`src/hdl/ltrd_pkg.sv`:
```
package ltrd_pkg;

  localparam int CNT_W = 24;
  localparam int WORD_W = 36;
  localparam int CHAR_W = 6;
  localparam int KIND_W = 3;
  localparam int WL_W = 18;
  localparam int WIB_W = 9;
  localparam int WORDS_PER_BLOCK = 433;

  localparam logic [7:0] TAPE_MARK = 8'o217;
  localparam logic [WORD_W-1:0] LABEL_WORD = 36'o272560600600;
  localparam logic [WORD_W-1:0] EOF_WORD = 36'o606025462660;
  localparam logic [WORD_W-1:0] EOT_WORD = 36'o602546436360;

  localparam logic [KIND_W-1:0] K_DATA = 3'd0;
  localparam logic [KIND_W-1:0] K_NEWLINE = 3'd1;
  localparam logic [KIND_W-1:0] K_FORMFEED = 3'd2;
  localparam logic [KIND_W-1:0] K_LABEL = 3'd3;
  localparam logic [KIND_W-1:0] K_REPORT = 3'd4;
  localparam logic [KIND_W-1:0] K_ERROR = 3'd5;

  // everything one tape byte asks the output side to produce
  typedef struct packed {
    logic              has_word;
    logic [KIND_W-1:0] word_kind;
    logic [WORD_W-1:0] word;
    logic              s0_valid;
    logic [KIND_W-1:0] s0_kind;
    logic              s1_valid;
    logic [KIND_W-1:0] s1_kind;
    logic [CNT_W-1:0]  files_a;
    logic [CNT_W-1:0]  files_b;
    logic [CNT_W-1:0]  blocks;
    logic [CNT_W-1:0]  records;
  } cmd_t;

endpackage

```
`src/hdl/ltrd_front.sv`:
```
module ltrd_front (
  input  logic          clk,
  input  logic          rst_n,
  input  logic          list_mode,
  input  logic          in_valid,
  output logic          in_stall,
  input  logic [7:0]    in_tape_char,
  input  logic          in_end_of_input,
  input  logic          q_full,
  output logic          q_push,
  output ltrd_pkg::cmd_t q_cmd
);
  import ltrd_pkg::*;

  localparam logic [2:0] PH_FIRST = 3'd0;
  localparam logic [2:0] PH_LABEL_LIST = 3'd1;
  localparam logic [2:0] PH_LABEL_SKIP = 3'd2;
  localparam logic [2:0] PH_BLOCK_HEAD = 3'd3;
  localparam logic [2:0] PH_BLOCK_DATA = 3'd4;
  localparam logic [2:0] PH_EOF_SKIP = 3'd5;
  localparam logic [2:0] PH_EOT_SKIP = 3'd6;
  localparam logic [2:0] PH_HALTED = 3'd7;

  localparam logic [WIB_W-1:0] WIB_LAST = WIB_W'(WORDS_PER_BLOCK - 1);
  localparam int ACC_W = WORD_W - CHAR_W;

  logic [2:0]       phase_r, phase_nxt;
  logic [2:0]       chars_r, chars_nxt;
  logic [ACC_W-1:0] acc_r, acc_nxt;
  logic             inside_r, inside_nxt;
  logic [WL_W-1:0]  wl_r, wl_nxt;
  logic [WIB_W-1:0] wib_r, wib_nxt;
  logic [CNT_W-1:0] files_r, files_nxt;
  logic [CNT_W-1:0] blocks_r, blocks_nxt;
  logic [CNT_W-1:0] recs_r, recs_nxt;

  logic [WORD_W-1:0] w;
  logic [WL_W-1:0]   wl_dec;
  logic [WIB_W-1:0]  wib_inc;
  logic              accept;
  logic              nl_old_files;
  cmd_t              cmd;

  function automatic logic [CNT_W-1:0] sat_inc(input logic [CNT_W-1:0] x);
    sat_inc = (&x) ? x : x + CNT_W'(1);
  endfunction

  assign in_stall = q_full;
  assign accept = in_valid && !q_full;
  assign w = {acc_r, in_tape_char[CHAR_W-1:0]};
  assign wl_dec = wl_r - WL_W'(1);
  assign wib_inc = wib_r + WIB_W'(1);

  always_comb begin
    phase_nxt = phase_r;
    chars_nxt = chars_r;
    acc_nxt = acc_r;
    inside_nxt = inside_r;
    wl_nxt = wl_r;
    wib_nxt = wib_r;
    files_nxt = files_r;
    blocks_nxt = blocks_r;
    recs_nxt = recs_r;
    nl_old_files = 1'b0;
    cmd = '0;
    cmd.word = w;
    if (phase_r == PH_HALTED) begin
      // ignore everything
    end else if (in_end_of_input) begin
      chars_nxt = '0;
      acc_nxt = '0;
      if (phase_r == PH_EOT_SKIP) begin
        cmd.s0_valid = 1'b1;
        cmd.s0_kind = K_REPORT;
      end else begin
        if (phase_r == PH_LABEL_LIST) begin
          cmd.s0_valid = 1'b1;
          cmd.s0_kind = K_NEWLINE;
          nl_old_files = 1'b1;
          files_nxt = sat_inc(files_r);
          inside_nxt = 1'b0;
        end else if (phase_r == PH_LABEL_SKIP) begin
          files_nxt = sat_inc(files_r);
          inside_nxt = 1'b0;
        end else if (phase_r == PH_EOF_SKIP && !list_mode) begin
          cmd.s0_valid = 1'b1;
          cmd.s0_kind = K_FORMFEED;
        end
        if (cmd.s0_valid) begin
          cmd.s1_valid = 1'b1;
          cmd.s1_kind = K_ERROR;
        end else begin
          cmd.s0_valid = 1'b1;
          cmd.s0_kind = K_ERROR;
        end
      end
      phase_nxt = PH_HALTED;
    end else if (in_tape_char == TAPE_MARK) begin
      chars_nxt = '0;
      acc_nxt = '0;
      unique case (phase_r)
        PH_FIRST: begin
          cmd.s0_valid = 1'b1;
          cmd.s0_kind = K_ERROR;
          phase_nxt = PH_HALTED;
        end
        PH_LABEL_LIST: begin
          cmd.s0_valid = 1'b1;
          cmd.s0_kind = K_NEWLINE;
          nl_old_files = 1'b1;
          files_nxt = sat_inc(files_r);
          inside_nxt = 1'b0;
          phase_nxt = PH_BLOCK_HEAD;
        end
        PH_LABEL_SKIP: begin
          files_nxt = sat_inc(files_r);
          inside_nxt = 1'b0;
          phase_nxt = PH_BLOCK_HEAD;
        end
        PH_BLOCK_HEAD, PH_BLOCK_DATA: begin
          phase_nxt = PH_FIRST;
        end
        PH_EOF_SKIP: begin
          cmd.s0_valid = !list_mode;
          cmd.s0_kind = K_FORMFEED;
          phase_nxt = PH_FIRST;
        end
        PH_EOT_SKIP: begin
          cmd.s0_valid = 1'b1;
          cmd.s0_kind = K_REPORT;
          phase_nxt = PH_HALTED;
        end
        default: begin
        end
      endcase
    end else if (phase_r == PH_FIRST || phase_r == PH_LABEL_LIST ||
                 phase_r == PH_BLOCK_HEAD || phase_r == PH_BLOCK_DATA) begin
      if (chars_r != 3'd5) begin
        acc_nxt = w[ACC_W-1:0];
        chars_nxt = chars_r + 3'd1;
      end else begin
        // sixth character completes a word
        chars_nxt = '0;
        acc_nxt = '0;
        unique case (phase_r)
          PH_FIRST: begin
            if (w == LABEL_WORD) begin
              if (list_mode) begin
                cmd.has_word = 1'b1;
                cmd.word_kind = K_LABEL;
                phase_nxt = PH_LABEL_LIST;
              end else begin
                phase_nxt = PH_LABEL_SKIP;
              end
            end else if (w == EOF_WORD) begin
              phase_nxt = PH_EOF_SKIP;
            end else if (w == EOT_WORD) begin
              phase_nxt = PH_EOT_SKIP;
            end else begin
              cmd.s0_valid = 1'b1;
              cmd.s0_kind = K_ERROR;
              phase_nxt = PH_HALTED;
            end
          end
          PH_LABEL_LIST: begin
            cmd.has_word = 1'b1;
            cmd.word_kind = K_LABEL;
          end
          PH_BLOCK_HEAD: begin
            blocks_nxt = sat_inc(blocks_r);
            wib_nxt = '0;
            phase_nxt = PH_BLOCK_DATA;
          end
          default: begin
            if (inside_r) begin
              cmd.has_word = !list_mode;
              cmd.word_kind = K_DATA;
              wl_nxt = wl_dec;
              if (wl_dec == '0) begin
                inside_nxt = 1'b0;
                cmd.s0_valid = !list_mode;
                cmd.s0_kind = K_NEWLINE;
              end
            end else if (w[WORD_W-1:WL_W] != '0) begin
              // record header with its word count
              recs_nxt = sat_inc(recs_r);
              wl_nxt = w[WL_W-1:0];
              if (w[WL_W-1:0] != '0) begin
                inside_nxt = 1'b1;
              end else begin
                cmd.s0_valid = !list_mode;
                cmd.s0_kind = K_NEWLINE;
              end
            end
            wib_nxt = wib_inc;
            if (wib_inc >= WIB_LAST) begin
              phase_nxt = PH_BLOCK_HEAD;
            end
          end
        endcase
      end
    end
    cmd.files_a = nl_old_files ? files_r : files_nxt;
    cmd.files_b = files_nxt;
    cmd.blocks = blocks_nxt;
    cmd.records = recs_nxt;
  end

  assign q_cmd = cmd;
  assign q_push = accept && (cmd.has_word || cmd.s0_valid);

  always_ff @(posedge clk) begin
    if (!rst_n) begin
      phase_r <= PH_FIRST;
      chars_r <= '0;
      acc_r <= '0;
      inside_r <= 1'b0;
      wl_r <= '0;
      wib_r <= '0;
      files_r <= '0;
      blocks_r <= '0;
      recs_r <= '0;
    end else if (accept) begin
      phase_r <= phase_nxt;
      chars_r <= chars_nxt;
      acc_r <= acc_nxt;
      inside_r <= inside_nxt;
      wl_r <= wl_nxt;
      wib_r <= wib_nxt;
      files_r <= files_nxt;
      blocks_r <= blocks_nxt;
      recs_r <= recs_nxt;
    end
  end

endmodule

```
`src/hdl/ltrd_queue.sv`:
```
module ltrd_queue (
  input  logic           clk,
  input  logic           rst_n,
  input  logic           push,
  input  ltrd_pkg::cmd_t push_cmd,
  output logic           full,
  input  logic           pop,
  output logic           empty,
  output ltrd_pkg::cmd_t head
);
  import ltrd_pkg::*;

  cmd_t       slot_r [2];
  logic       wr_ptr_r, wr_ptr_nxt;
  logic       rd_ptr_r, rd_ptr_nxt;
  logic [1:0] count_r, count_nxt;
  logic       do_push, do_pop;

  assign full = (count_r == 2'd2);
  assign empty = (count_r == 2'd0);
  assign head = slot_r[rd_ptr_r];
  assign do_push = push && !full;
  assign do_pop = pop && !empty;

  always_comb begin
    wr_ptr_nxt = do_push ? !wr_ptr_r : wr_ptr_r;
    rd_ptr_nxt = do_pop ? !rd_ptr_r : rd_ptr_r;
    count_nxt = count_r + {1'b0, do_push} - {1'b0, do_pop};
  end

  always_ff @(posedge clk) begin
    if (do_push) begin
      slot_r[wr_ptr_r] <= push_cmd;
    end
  end

  always_ff @(posedge clk) begin
    if (!rst_n) begin
      wr_ptr_r <= 1'b0;
      rd_ptr_r <= 1'b0;
      count_r <= '0;
    end else begin
      wr_ptr_r <= wr_ptr_nxt;
      rd_ptr_r <= rd_ptr_nxt;
      count_r <= count_nxt;
    end
  end

endmodule

```
`src/hdl/ltrd_back.sv`:
```
module ltrd_back (
  input  logic                           clk,
  input  logic                           rst_n,
  input  logic                           q_empty,
  input  ltrd_pkg::cmd_t                 q_head,
  output logic                           q_pop,
  output logic                           out_valid,
  input  logic                           out_stall,
  output logic [ltrd_pkg::KIND_W-1:0]    out_kind,
  output logic [ltrd_pkg::CHAR_W-1:0]    out_char_code,
  output logic [ltrd_pkg::CNT_W-1:0]     out_files_seen,
  output logic [ltrd_pkg::CNT_W-1:0]     out_blocks_seen,
  output logic [ltrd_pkg::CNT_W-1:0]     out_records_seen,
  output logic                           out_last
);
  import ltrd_pkg::*;

  // steps 0..5 are the word's characters, 6 and 7 the two single results
  localparam logic [2:0] STEP_LAST_CHAR = 3'd5;
  localparam logic [2:0] STEP_S0 = 3'd6;
  localparam logic [2:0] STEP_S1 = 3'd7;

  cmd_t       cur_r, cur_nxt;
  logic       busy_r, busy_nxt;
  logic [2:0] step_r, step_nxt;
  logic       done;
  logic       take;
  logic       is_char;

  assign is_char = (step_r <= STEP_LAST_CHAR);

  always_comb begin
    unique case (step_r)
      STEP_S0: out_last = !cur_r.s1_valid;
      STEP_S1: out_last = 1'b1;
      default: out_last = (step_r == STEP_LAST_CHAR) && !cur_r.s0_valid;
    endcase
  end

  always_comb begin
    unique case (step_r)
      3'd0: out_char_code = cur_r.word[35:30];
      3'd1: out_char_code = cur_r.word[29:24];
      3'd2: out_char_code = cur_r.word[23:18];
      3'd3: out_char_code = cur_r.word[17:12];
      3'd4: out_char_code = cur_r.word[11:6];
      3'd5: out_char_code = cur_r.word[5:0];
      default: out_char_code = '0;
    endcase
  end

  assign out_valid = busy_r;
  assign out_kind = is_char ? cur_r.word_kind :
                    (step_r == STEP_S0) ? cur_r.s0_kind : cur_r.s1_kind;
  assign out_files_seen = (step_r == STEP_S1) ? cur_r.files_b : cur_r.files_a;
  assign out_blocks_seen = cur_r.blocks;
  assign out_records_seen = cur_r.records;

  assign done = busy_r && !out_stall;
  assign take = (!busy_r || (done && out_last)) && !q_empty;
  assign q_pop = take;

  always_comb begin
    cur_nxt = cur_r;
    busy_nxt = busy_r;
    step_nxt = step_r;
    if (take) begin
      cur_nxt = q_head;
      busy_nxt = 1'b1;
      step_nxt = q_head.has_word ? 3'd0 : STEP_S0;
    end else if (done && out_last) begin
      busy_nxt = 1'b0;
    end else if (done) begin
      step_nxt = (step_r == STEP_LAST_CHAR) ? STEP_S0 : step_r + 3'd1;
    end
  end

  always_ff @(posedge clk) begin
    cur_r <= cur_nxt;
  end

  always_ff @(posedge clk) begin
    if (!rst_n) begin
      busy_r <= 1'b0;
      step_r <= '0;
    end else begin
      busy_r <= busy_nxt;
      step_r <= step_nxt;
    end
  end

endmodule

```
`src/hdl/label_tape_record_deframer.sv`:
```
// an accepted byte's results pass through the command queue and then the output register before they are offered
// throughput: one byte accepted per cycle while the two-entry command queue has room
// the output side gives one result per cycle while out_stall is low; a completed word gives up to seven,
// so a steady stream of data words can outrun the output side and stall the input through the queue
// reset: synchronous, active low; clears control state and counters, no clearing pass
module label_tape_record_deframer (
  input  logic                        clk,
  input  logic                        rst_n,
  input  logic                        cfg_wr_en,
  input  logic                        cfg_wr_data,
  input  logic                        in_valid,
  output logic                        in_stall,
  input  logic [7:0]                  in_tape_char,
  input  logic                        in_end_of_input,
  output logic                        out_valid,
  input  logic                        out_stall,
  output logic [ltrd_pkg::KIND_W-1:0] out_kind,
  output logic [ltrd_pkg::CHAR_W-1:0] out_char_code,
  output logic [ltrd_pkg::CNT_W-1:0]  out_files_seen,
  output logic [ltrd_pkg::CNT_W-1:0]  out_blocks_seen,
  output logic [ltrd_pkg::CNT_W-1:0]  out_records_seen,
  output logic                        out_last
);
  import ltrd_pkg::*;

  logic list_mode_r;
  logic q_full, q_push, q_pop, q_empty;
  cmd_t q_cmd, q_head;

  always_ff @(posedge clk) begin
    if (!rst_n) begin
      list_mode_r <= 1'b0;
    end else if (cfg_wr_en) begin
      list_mode_r <= cfg_wr_data;
    end
  end

  ltrd_front u_front (
    .clk             (clk),
    .rst_n           (rst_n),
    .list_mode       (list_mode_r),
    .in_valid        (in_valid),
    .in_stall        (in_stall),
    .in_tape_char    (in_tape_char),
    .in_end_of_input (in_end_of_input),
    .q_full          (q_full),
    .q_push          (q_push),
    .q_cmd           (q_cmd)
  );

  ltrd_queue u_queue (
    .clk      (clk),
    .rst_n    (rst_n),
    .push     (q_push),
    .push_cmd (q_cmd),
    .full     (q_full),
    .pop      (q_pop),
    .empty    (q_empty),
    .head     (q_head)
  );

  ltrd_back u_back (
    .clk              (clk),
    .rst_n            (rst_n),
    .q_empty          (q_empty),
    .q_head           (q_head),
    .q_pop            (q_pop),
    .out_valid        (out_valid),
    .out_stall        (out_stall),
    .out_kind         (out_kind),
    .out_char_code    (out_char_code),
    .out_files_seen   (out_files_seen),
    .out_blocks_seen  (out_blocks_seen),
    .out_records_seen (out_records_seen),
    .out_last         (out_last)
  );

endmodule
```
`config.mk`:
```
export PLATFORM = sky130hd
export DESIGN_NAME = label_tape_record_deframer
export DESIGN_NICKNAME = d
export VERILOG_FILES = /design/src/hdl/ltrd_pkg.sv /design/src/hdl/ltrd_front.sv /design/src/hdl/ltrd_queue.sv /design/src/hdl/ltrd_back.sv /design/src/hdl/label_tape_record_deframer.sv
export SDC_FILE = /design/constraint.sdc
export NUM_CORES = 1
export LEC_CHECK = 0
export ABC_AREA = 1
export ABC_CLOCK_PERIOD_IN_PS = 8400
export BUFFER_PORTS_ARGS = -buffer_cell sky130_fd_sc_hd__buf_2
export CORE_MARGIN = 2
export CORE_UTILIZATION = 56
export DETAILED_ROUTE_END_ITERATION = 10
export PLACE_DENSITY = 0.81
export SYNTH_ARGS = -nofsm -noshare
export SYNTH_HDL_FRONTEND = slang
export SYNTH_SLANG_ARGS = --single-unit
export TNS_END_PERCENT = 20
```
`constraint.sdc`:
```
create_clock -name clk -period 8.4 [get_ports clk]
set_input_delay 1.26 -clock clk [delete_from_list [all_inputs] [get_ports clk]]
set_output_delay 1.26 -clock clk [all_outputs]
set_load 0.01 [all_outputs]
```
==> impl_metrics.toml <==
[outcome]
outcome = "completed"

[floorplan]
die_w_um = 215.1
ios = 99
start_util_pct = 56.56
die_area_mm2 = 0.04627
core_region_area_mm2 = 0.04412
rows = 77
die_y_um = 215.1

[timing]
period_share_pct = 61.62
final.min_clock_period_ns = 5.176
timing.hold.ws_ns = 0.4790
fin_skew_ns = 0.01425
setup_slack_ns = 3.224
setup_viol = 0
rsz0062_at_grt = "false"
finalHoldViolCount = 0
timing_worst_slew_pin_value_ns = 1.224
drv_slew = 0
fmax_mhz = 193.2
tns_ns = 0
maxSlewHeadroom_pct = 18.23

[placement]
place_hpwl_um = 34630
buffer_ports.inserted = 98
post-place-ws_ns = 3.146
dpl_cell_area_mm2 = 0.02557
gp_routability_congestion = 0.9237

[detailed_routing]
wl_per_cell_um = 18.07
drt_iter0_markers = 1255
dr_total_vias = 16600
drc = 0
routed_wl_um = 53580
drt_first_pass_iters = 6
ant_nets = 0
vias_per_cell = 5.598

[synth]
seq_area_frac_synth_pct = 61.76
ys_types = 57
synth_nets = 2317
syn_area_per_cell_um2 = 10.91
yosysTopAreaCellShare_pct = 50.05
synth-seq-cells = 562
ys_top_cells_by_area = "edfxtp_1 50%, dfxtp_1 12%, mux2_2 6.2%, nand2_1 5.0%, inv_1 3.7%"
syn-cell-area_mm2 = 0.02496
netlist_instances = 2287
synth-warning-count = 0
synth_top_cell_by_area = "edfxtp_1"

[clock_tree]
cts-hold-fix-buffers = 0
cts_max_level = 2
clk_pin_slew_worst_paths_ns = 0.07
numCtsBuffers = 55
cts.path.max_buffers = 3
cts_root_buf = "clkbuf_16"
post_cts_buffers = 0
cts_tree = "done"
clkSinkCount = 562
cts-resized-gates = 0
clk_latency_ns = 0.61

[power]
pwr-share-clk_pct = 30.6
ir_drop_v = 0.0001505
seq_power_share_pct = 48.2
switchingPower_mw = 2.526
p_total_mw = 8.498
swShare_pct = 29.72
p_per_area_mw_per_mm2 = 309.1
intPower_mw = 5.972
combPwrFrac_pct = 21.1
p_leak_nw = 10.47

[critical_path]
arrival_ns = 5.71
r2r_end = "u_back.step_r[2]"
critical_path.endpoint = "u_back.step_r[2]"
r2r_cells = 13
crit_type = "reg2reg"
cp-start-kind = "register"
crit_required_ns = 8.93
r2r_slack_ns = 3.22
crit_start = "u_back.step_r[0]"
crit-reg2reg-launch = "u_back.step_r[0]"
critPathCaptureType = "register"
crit_fanout = 59

[layout]
layout-drive-gt1-share_pct = 17.45
fin_area_mm2 = 0.02749
layout.nets = 2356
area_growth_pct = 10.15
n_antenna_cell = 0

[grt]
antenna_found_initial = 1
overflow = 0
grt.total_usage_pct = 23.04
grt_pass1_vias = 16320
grt_max_degree = 89
grt_pass1_wl_um = 85330

[flow_run]
maxCapViolCount = 0

[min_path]
hold_class = "reg2reg"
holdPathStages = 1
## worst max-delay path: stages, from the launching register on
cell and delay (ns):
dfxtp_1 0.40, ha_1 0.22, ha_1 0.93, inv_1 0.81, o311ai_1 0.34, inv_1 0.10
o21ai_1 0.12, inv_1 0.08, a21oi_4 0.82, buf_4 0.75, nor2_1 0.13, clkinv_1 0.12
o21ai_0 0.09, a31oi_1 0.17
## logic make-up after synthesis
| group | count (synthesis) | synth area share, % |
|---|---|---|
| xor+xnor | 71 | 2.491 |
| fa+ha+maj | 15 | 0.7520 |
| buf+inv | 394 | 6.968 |
| flops | 562 | 61.76 |
| simple gates | 722 | 13.03 |
| compound gates | 384 | 8.728 |
| mux | 139 | 6.266 |
## Yosys cell counts (all sizes together)
cell type  instances
a221oi             7
nor3b              3
and3               1
a22oi              9
clkbuf            52
nor3              33
o211ai             9
mux2             138
nand3             68
a211o              1
edfxtp           416
o21ai            167
or3                1
a22o               7
xor2              64
o22ai              1
inv              264
mux2i              1
nand2            341
a21oi            129
a2bb2oi            1
dfxtp            146
nand4             38
buf               74
a211oi            43
or2                6
nand3b             7
ha                15
o311ai             1
a31oi              7
o31ai              2
xnor2              7
nor4              14
clkinv             4
nor2             210
## state kept, by name, summed over array words and instances, names as in the netlist, 9 cells and up, named ones only
signal	flops
u_front.blocks_r	24
u_back.out_records_seen	24
u_front.acc_r	30
u_front.files_r	24
u_back.cur_r	90
u_front.wib_r	9
u_front.wl_r	18
u_queue.slot_r	278
u_front.recs_r	24
u_back.out_blocks_seen	24
## per-layer routing
layer / vias to the layer above / global-route usage (%) / part of all wire, %
li1: 7926 / - / -
met1: 7987 / 30.15 / 42
met2: 555 / 38.60 / 48
met3: 127 / 4.091 / 6.7
met4: 2 / 8.667 / 3.3
met5: - / 0 / 0.024
## area by class of cell
class / count / area [µm²]
fill: 3387 / 16630
multi-input combinational: 1331 / 7831
sequential: 562 / 15420
clock inverter: 36 / 461.7
timing repair buffer: 108 / 565.5
tap: 592 / 740.7
clock buffer: 68 / 1456
inverter: 268 / 1018
## power by group through the flow
stage / Combinational (mW) / Clock, mW / Sequential, mW
floorplan: 1.43 / 0 / 4.04
global placement: 1.73 / 0 / 4.12
detailed placement: 1.78 / 0 / 4.15
CTS: 1.81 / 2.64 / 4.10
global route: 1.97 / 2.75 / 4.16
finish: 1.80 / 2.60 / 4.10
## cells in the final DEF (no fill, tap or decap), types with 7 or more instances in the layout
master,synthesis,routed
clkbuf_1,52,11
nor2_2,12,12
a211oi_1,43,43
nor3_1,25,25
a22o_1,7,7
o21ai_1,44,43
a21oi_1,128,128
xnor2_1,7,7
inv_2,14,13
xor2_1,64,64
nand3_1,65,65
bufinv_16,0,10
nor2_4,7,8
o211ai_1,8,8
nand2_1,331,331
dfxtp_1,146,145
nand3b_1,7,7
nand4_1,36,36
nor4_1,12,12
nand2_2,9,9
a221oi_1,7,7
ha_1,15,15
clkinv_2,1,17
inv_1,248,247
edfxtp_1,416,416
buf_2,11,98
clkbuf_16,0,56
o21ai_0,120,120
a31oi_1,7,7
a22oi_1,8,8
nor2_1,191,190
buf_4,52,10
mux2_2,138,138
## through the flow
| stage | util (%) | std cells |
|---|---|---|
| floorplan | - | 2287 |
| global placement | 57.96 | 2861 |
| detailed placement | 57.96 | 2861 |
| CTS | 62.31 | 2965 |
| global route | 62.31 | 2965 |
| finish | 62.31 | 2965 |
## worst min path at each step
stage / end / startpoint / slack (ns)
floorplan: u_queue.count_r[1] / u_queue.count_r[1] / 0.42
global placement: register / u_queue.rd_ptr_r / 0.43
detailed placement: register / u_queue.rd_ptr_r / 0.44
CTS: u_queue.rd_ptr_r / u_queue.rd_ptr_r / 0.46
global route: u_queue.count_r[1] / u_queue.count_r[1] / 0.50
finish: u_queue.rd_ptr_r / u_queue.rd_ptr_r / 0.48
Note: power is estimated with default switching activity, not from simulation.
